**src/rmq_pkg.sv**
```systemverilog
package rmq_pkg;

  localparam int FRAC_BITS_DEFAULT = 14;
  localparam int DIGITS_PER_STAGE = 4;
  localparam int LANES = 4;
  localparam int SIGN_W = 3;

  localparam logic [1:0] LANE_W = 2'd0;
  localparam logic [1:0] LANE_X = 2'd1;
  localparam logic [1:0] LANE_Y = 2'd2;
  localparam logic [1:0] LANE_Z = 2'd3;

  localparam logic [1:0] NEG_X = 2'd0;
  localparam logic [1:0] NEG_Y = 2'd1;
  localparam logic [1:0] NEG_Z = 2'd2;

  localparam logic [14:0] MAG_MAX = 15'h7fff;

  typedef struct packed {
    logic signed [15:0] r00;
    logic signed [15:0] r01;
    logic signed [15:0] r02;
    logic signed [15:0] r10;
    logic signed [15:0] r11;
    logic signed [15:0] r12;
    logic signed [15:0] r20;
    logic signed [15:0] r21;
    logic signed [15:0] r22;
  } mat_t;

  typedef struct packed {
    logic [14:0]        qw;
    logic signed [15:0] qx;
    logic signed [15:0] qy;
    logic signed [15:0] qz;
  } quat_t;

endpackage

```
**src/rmq_sqrt_stage.sv**
```systemverilog
module rmq_sqrt_stage #(
  parameter int QW = 16,
  parameter int RW = 32,
  parameter int NDIG = rmq_pkg::DIGITS_PER_STAGE
) (
  input  logic                                    clk,
  input  logic                                    rst,
  input  logic                                    in_valid,
  output logic                                    in_ready,
  input  logic [rmq_pkg::LANES-1:0][RW-1:0]       in_rad,
  input  logic [rmq_pkg::LANES-1:0][QW:0]         in_rem,
  input  logic [rmq_pkg::LANES-1:0][QW-1:0]       in_root,
  input  logic [rmq_pkg::SIGN_W-1:0]              in_neg,
  output logic                                    out_valid,
  input  logic                                    out_ready,
  output logic [rmq_pkg::LANES-1:0][RW-1:0]       out_rad,
  output logic [rmq_pkg::LANES-1:0][QW:0]         out_rem,
  output logic [rmq_pkg::LANES-1:0][QW-1:0]       out_root,
  output logic [rmq_pkg::SIGN_W-1:0]              out_neg
);

  logic [rmq_pkg::LANES-1:0][RW-1:0] rad_next;
  logic [rmq_pkg::LANES-1:0][QW:0]   rem_next;
  logic [rmq_pkg::LANES-1:0][QW-1:0] root_next;

  assign in_ready = !out_valid || out_ready;

  always_comb begin
    logic [RW-1:0] rad_v;
    logic [QW:0]   rem_v;
    logic [QW-1:0] root_v;
    logic [QW+2:0] rs;
    logic [QW+2:0] tr;
    rad_next = '0;
    rem_next = '0;
    root_next = '0;
    for (int l = 0; l < rmq_pkg::LANES; l++) begin
      rad_v = in_rad[l];
      rem_v = in_rem[l];
      root_v = in_root[l];
      for (int d = 0; d < NDIG; d++) begin
        rs = {rem_v, rad_v[RW-1 -: 2]};
        tr = {1'b0, root_v, 2'b01};
        if (rs >= tr) begin
          rem_v = (QW+1)'(rs - tr);
          root_v = {root_v[QW-2:0], 1'b1};
        end else begin
          rem_v = rs[QW:0];
          root_v = {root_v[QW-2:0], 1'b0};
        end
        rad_v = rad_v << 2;
      end
      rad_next[l] = rad_v;
      rem_next[l] = rem_v;
      root_next[l] = root_v;
    end
  end

  always_ff @(posedge clk) begin
    if (rst) begin
      out_valid <= 1'b0;
    end else if (in_ready) begin
      out_valid <= in_valid;
    end
  end

  always_ff @(posedge clk) begin
    if (in_valid && in_ready) begin
      out_rad <= rad_next;
      out_rem <= rem_next;
      out_root <= root_next;
      out_neg <= in_neg;
    end
  end

endmodule

```
**src/rotation_matrix_to_quaternion.sv**
```systemverilog
// QW is the root width set by FRAC_BITS (16 bits at FRAC_BITS = 14). Throughput: one
// matrix per cycle while quat_ready does not stall the output. The rate is set by
// the square-root pipeline, which resolves up to four root digits of all four lanes
// in each stage. Reset clears every stage's valid bit and empties the pipeline;
// payload registers are not reset.
module rotation_matrix_to_quaternion #(
  parameter int FRAC_BITS = rmq_pkg::FRAC_BITS_DEFAULT
) (
  input  logic           clk,
  input  logic           rst,
  input  logic           mat_valid,
  output logic           mat_ready,
  input  rmq_pkg::mat_t  mat,
  output logic           quat_valid,
  input  logic           quat_ready,
  output rmq_pkg::quat_t quat
);

  localparam int SW = ((FRAC_BITS + 2 > 18) ? FRAC_BITS + 2 : 18) + 1;
  localparam int VW = SW - 1 + FRAC_BITS;
  localparam int RW = VW + VW % 2;
  localparam int QW = RW / 2;
  localparam int MW = QW - 1;
  localparam int DPS = rmq_pkg::DIGITS_PER_STAGE;
  localparam int NS = (QW + DPS - 1) / DPS;
  localparam logic signed [SW-1:0] ONE = SW'(1) << FRAC_BITS;

  logic                                    st_valid [NS+1];
  logic                                    st_ready [NS+1];
  logic [rmq_pkg::LANES-1:0][RW-1:0]       st_rad   [NS+1];
  logic [rmq_pkg::LANES-1:0][QW:0]         st_rem   [NS+1];
  logic [rmq_pkg::LANES-1:0][QW-1:0]       st_root  [NS+1];
  logic [rmq_pkg::SIGN_W-1:0]              st_neg   [NS+1];

  logic signed [SW-1:0] e00;
  logic signed [SW-1:0] e11;
  logic signed [SW-1:0] e22;
  logic signed [SW-1:0] t_sum [rmq_pkg::LANES];
  logic [rmq_pkg::LANES-1:0][RW-1:0] rad0_next;
  logic [rmq_pkg::SIGN_W-1:0]        neg0_next;
  logic [16:0] dx;
  logic [16:0] dy;
  logic [16:0] dz;

  logic [rmq_pkg::LANES-1:0][14:0] sat;
  rmq_pkg::quat_t quat_next;

  assign mat_ready = !st_valid[0] || st_ready[0];

  always_comb begin
    e00 = SW'(mat.r00);
    e11 = SW'(mat.r11);
    e22 = SW'(mat.r22);
    t_sum[rmq_pkg::LANE_W] = ONE + e00 + e11 + e22;
    t_sum[rmq_pkg::LANE_X] = ONE + e00 - e11 - e22;
    t_sum[rmq_pkg::LANE_Y] = ONE - e00 + e11 - e22;
    t_sum[rmq_pkg::LANE_Z] = ONE - e00 - e11 + e22;
    for (int l = 0; l < rmq_pkg::LANES; l++) begin
      if (t_sum[l][SW-1]) begin
        rad0_next[l] = '0;
      end else begin
        rad0_next[l] = RW'(t_sum[l][SW-2:0]) << FRAC_BITS;
      end
    end
    dx = {mat.r21[15], mat.r21} - {mat.r12[15], mat.r12};
    dy = {mat.r02[15], mat.r02} - {mat.r20[15], mat.r20};
    dz = {mat.r10[15], mat.r10} - {mat.r01[15], mat.r01};
    neg0_next[rmq_pkg::NEG_X] = dx[16];
    neg0_next[rmq_pkg::NEG_Y] = dy[16];
    neg0_next[rmq_pkg::NEG_Z] = dz[16];
  end

  always_ff @(posedge clk) begin
    if (rst) begin
      st_valid[0] <= 1'b0;
    end else if (mat_ready) begin
      st_valid[0] <= mat_valid;
    end
  end

  always_ff @(posedge clk) begin
    if (mat_valid && mat_ready) begin
      st_rad[0] <= rad0_next;
      st_rem[0] <= '0;
      st_root[0] <= '0;
      st_neg[0] <= neg0_next;
    end
  end

  for (genvar s = 0; s < NS; s++) begin : g_root
    localparam int LEFT = QW - s * DPS;
    localparam int NDIG = (LEFT < DPS) ? LEFT : DPS;

    rmq_sqrt_stage #(
      .QW   (QW),
      .RW   (RW),
      .NDIG (NDIG)
    ) u_stage (
      .clk       (clk),
      .rst       (rst),
      .in_valid  (st_valid[s]),
      .in_ready  (st_ready[s]),
      .in_rad    (st_rad[s]),
      .in_rem    (st_rem[s]),
      .in_root   (st_root[s]),
      .in_neg    (st_neg[s]),
      .out_valid (st_valid[s+1]),
      .out_ready (st_ready[s+1]),
      .out_rad   (st_rad[s+1]),
      .out_rem   (st_rem[s+1]),
      .out_root  (st_root[s+1]),
      .out_neg   (st_neg[s+1])
    );
  end

  assign st_ready[NS] = !quat_valid || quat_ready;

  always_comb begin
    logic [MW+15:0] mag_ext;
    logic [15:0]    mx;
    logic [15:0]    my;
    logic [15:0]    mz;
    for (int l = 0; l < rmq_pkg::LANES; l++) begin
      mag_ext = (MW+16)'(st_root[NS][l][QW-1:1]);
      if (mag_ext > (MW+16)'(rmq_pkg::MAG_MAX)) begin
        sat[l] = rmq_pkg::MAG_MAX;
      end else begin
        sat[l] = mag_ext[14:0];
      end
    end
    mx = {1'b0, sat[rmq_pkg::LANE_X]};
    my = {1'b0, sat[rmq_pkg::LANE_Y]};
    mz = {1'b0, sat[rmq_pkg::LANE_Z]};
    quat_next.qw = sat[rmq_pkg::LANE_W];
    quat_next.qx = st_neg[NS][rmq_pkg::NEG_X] ? 16'd0 - mx : mx;
    quat_next.qy = st_neg[NS][rmq_pkg::NEG_Y] ? 16'd0 - my : my;
    quat_next.qz = st_neg[NS][rmq_pkg::NEG_Z] ? 16'd0 - mz : mz;
  end

  always_ff @(posedge clk) begin
    if (rst) begin
      quat_valid <= 1'b0;
    end else if (st_ready[NS]) begin
      quat_valid <= st_valid[NS];
    end
  end

  always_ff @(posedge clk) begin
    if (st_valid[NS] && st_ready[NS]) begin
      quat <= quat_next;
    end
  end

endmodule

```
**config.mk**
```make
export PLATFORM = sky130hd
export DESIGN_NAME = rotation_matrix_to_quaternion
export DESIGN_NICKNAME = d
export VERILOG_FILES = /design/src/rmq_pkg.sv /design/src/rmq_sqrt_stage.sv /design/src/rotation_matrix_to_quaternion.sv
export SDC_FILE = /design/constraint.sdc
export NUM_CORES = 2
export LEC_CHECK = 0
export ABC_AREA = 1
export BUFFER_PORTS_ARGS = -buffer_cell sky130_fd_sc_hd__buf_2
export CAP_MARGIN = 40
export CORE_UTILIZATION = 60
export DETAILED_ROUTE_END_ITERATION = 8
export PLACE_DENSITY = 0.86
export SLEW_MARGIN = 0
export SYNTH_ARGS = -nofsm -noshare
export SYNTH_HDL_FRONTEND = slang
export SYNTH_SLANG_ARGS = --single-unit
```
**constraint.sdc**
```tcl
create_clock -name clk -period 12.1 [get_ports clk]
set_input_delay 3.63 -clock clk [delete_from_list [all_inputs] [get_ports clk]]
set_output_delay 3.63 -clock clk [all_outputs]
set_load 0.005 [all_outputs]
```
==> impl_metrics.toml <==
[run_status]
outcome = "completed"

[placed_design]
numPortBuffers = 212
gp_congestion = 0.961
place_area_mm2 = 0.0603
hpwl_um = 116000

[power]
p_switching_uw = 5880
power_frac_comb_pct = 60.1
p_leak_uw = 0.0302
swShare_pct = 48.3
p_clk_share_pct = 16.4
power.internal_uw = 6290
powerDensity_mw_per_mm2 = 195
p_seq_share_pct = 23.5
ir_drop_mv = 0.154

[clock_network]
insertion_delay_ps = 650
cts_hold_buf = 0
cts_max_level = 3
cts_root_buf = "clkbuf_16"
post-cts-setup-buffers = 0
cts_tree = "yes"
path_clk_slew_ps = 60
post_cts_resize_count = 0
numCtsBuffers = 66
clock_sinks = 560
clk_path_buf_depth = 3

[synth]
synth_seq_area_share_pct = 28.9
netlist_instances = 7973
ys_types = 62
synth_edf_count = 554
synth_warnings = 0
avgSynthCellArea_um2 = 7.27
synth-main-ff-cell = "edfxtp_1"
synth-async-reset-ratio_pct = 0
ys_seq_elements = 560
syn-cell-area_mm2 = 0.0579

[routing]
avgViaCountPerCell = 5.50
wl_per_cell_um = 15.0
ant_nets = 0
route.detailed.drc = 0
first_pass_iters = 9
drtIter0Drc = 3762
finalWirelength_um = 143000
vias = 52300

[die]
ios = 213
dieHeight_um = 313
core_area_mm2 = 0.0953
row_count = 113
die-area_mm2 = 0.0978
start_util_pct = 60.8
die_w_um = 313

[timing]
period_share_pct = 88.3
setup_viol = 0
clock_skew_ps = 23.4
max_freq_mhz = 93.6
min_period_ps = 10690
finalSetupTns_ps = 0
slew_violations = 0
rsz0062_at_grt = "false"
finalHoldViolCount = 0
slew-limit-headroom_pct = 40.0
tightest_slew_ps = 901

[setup_path]
cp.arrival_ps = 11070
cp_slowest_cell = "inv_1"
critical_path_class = "reg -> reg"
cp_common_cell = "nand2_1"
cp-end-kind = "flop"
worst_setup_path_start_kind = "flop"
crit_fanout = 20
crit_required_ps = 12480
cpPeakStageDelay_ps = 460

[global_routing]
grtUsageMet2_pct = 50.6
antenna_found_initial = 6
met3_usage_pct = 3.31
grt_max_degree = 75
grt.total_usage_pct = 28.5
grt.overflow.total = 0
grt_pass1_vias = 49800
grt_first_pass_wirelength_um = 233000
grt_use_met1_pct = 35.6
grt_busiest_layer = "met2"

[flow_run]
max_cap_viol_count = 0

[min_path]
hp-class = "reg -> reg"

[final_layout]
fin_area_mm2 = 0.0624
layout.nets = 9018
area_growth_pct = 7.75
drive_above_1_share_pct = 6.85
final.fill_count = 7968
-- flip-flops by register name, indices dropped and copies added, names as in the netlist --
name and cells:
g_root.u_stage.out_rem 200, g_root.u_stage.out_root 156, st_rad 72, quat 63, g_root.u_stage.out_rad 48, g_root.u_stage.out_neg 12, g_root.u_stage.out_valid 4, st_neg 3
quat_valid 1, st_valid 1
-- layout by cell type, fill, tap and decap left out, drive strengths merged, types with 13 or more instances in the layout --
cell type  instances
clkbuf            71
edfxtp           554
nor2             786
nand2           2047
clkinv            34
ha               604
xor2             311
o31ai             17
buf              230
inv             1238
o21bai            62
nor3b             23
and2              13
xnor2            166
o21ai            507
o211ai            22
nand3            603
fa                83
or2               30
nor3             115
nand4            103
a31oi             13
nand3b            32
a21o              18
o21a              20
a21oi            434
-- kinds of logic (layout without fill, tap and decap cells) --
| family | Yosys count | after routing | synth area share (%) |
|---|---|---|---|
| buffers and inverters | 1334 | 1586 | 9.01 |
| XOR/XNOR | 477 | 477 | 7.21 |
| other | 1 | 11 | 0.00647 |
| flip-flops | 560 | 560 | 28.9 |
| AND/OR/NAND/NOR | 3773 | 3773 | 28.1 |
| adder cells (fa/ha/maj) | 687 | 687 | 15.9 |
| AO/OA/AOI/OAI | 1141 | 1141 | 10.8 |
-- metrics by stage --
stage | instances | hold WS (ps) | total power [uW] | utilization [%] | setup slack [ps]
after global routing | 9498 | 419 | 13300 | 65.5 | 279
after CTS | 9497 | 408 | 12100 | 65.5 | 1380
after floorplan | 7980 | 400 | 8550 | - | 2090
after global placement | 9376 | 401 | 9850 | 63.1 | 1720
after detailed placement | 9380 | 405 | 10100 | 63.3 | 1380
final | 9500 | 408 | 12200 | 65.5 | 1410
-- cell usage after synthesis (all sizes together) (62+ instances only) --
cell type  count  area share (%)
nand2       2047              14
inv         1230             8.0
nor2         786             5.5
ha           604              13
nand3        603             5.6
edfxtp       554              29
o21ai        507             4.4
a21oi        434             3.8
xor2         311             4.7
xnor2        166             2.5
nor3         115             1.0
nand4        103             1.1
fa            83             2.9
o21bai        62            0.80
-- worst max-delay path: cells and delay by family, from the launching register on --
kind / cells / cell delay (ps)
xor+xnor: 1 / 170
flops: 1 / 380
buf+inv: 8 / 2090
compound gates: 14 / 3000
fa+ha+maj: 4 / 1430
simple gates: 20 / 3330
-- per-layer routing --
metal / routed length, um / share of wire (%)
met5: 65 / 0.045
met1: 61800 / 43
met4: 4790 / 3.3
met2: 68900 / 48
met3: 7370 / 5.2
-- final timing paths --
path	to	slack, ps	start	depth (start not counted)
min reg2reg	g_root[0].u_stage.out_rad[56]$_DFFE_PP_	410	st_rad[560]$_SDFFCE_PP0P_	0
max reg2reg	g_root[2].u_stage.out_rem[53]$_DFFE_PP_	1410	g_root[1].u_stage.out_root[48]$_DFFE_PP_	47
min	g_root[0].u_stage.out_rad[56]$_DFFE_PP_	410	st_rad[560]$_SDFFCE_PP0P_	0
max	g_root[2].u_stage.out_rem[53]$_DFFE_PP_	1410	g_root[1].u_stage.out_root[48]$_DFFE_PP_	47
-- layout make-up --
class | instances | area (um2) | share of cell area [%]
clock buffers | 71 | 1670 | 2.68
inverters | 1239 | 4660 | 7.46
diodes | 3 | 7.51 | 0.0120
clock inverters | 46 | 474 | 0.760
flip-flops and latches | 560 | 16800 | 26.8
repair buffers | 230 | 1270 | 2.03
well taps | 1265 | 1580 | 2.54
multi-input cells | 6086 | 36000 | 57.7
-- power groups by stage --
stage,clock (uW),sequential [uW],combinational [uW]
after floorplan,0,2830,5720
after global placement,0,2890,6960
after detailed placement,0,2900,7170
after CTS,2030,2860,7220
after global routing,2100,2890,8300
final,1990,2860,7320
Note: power is estimated with default switching activity, not from simulation.
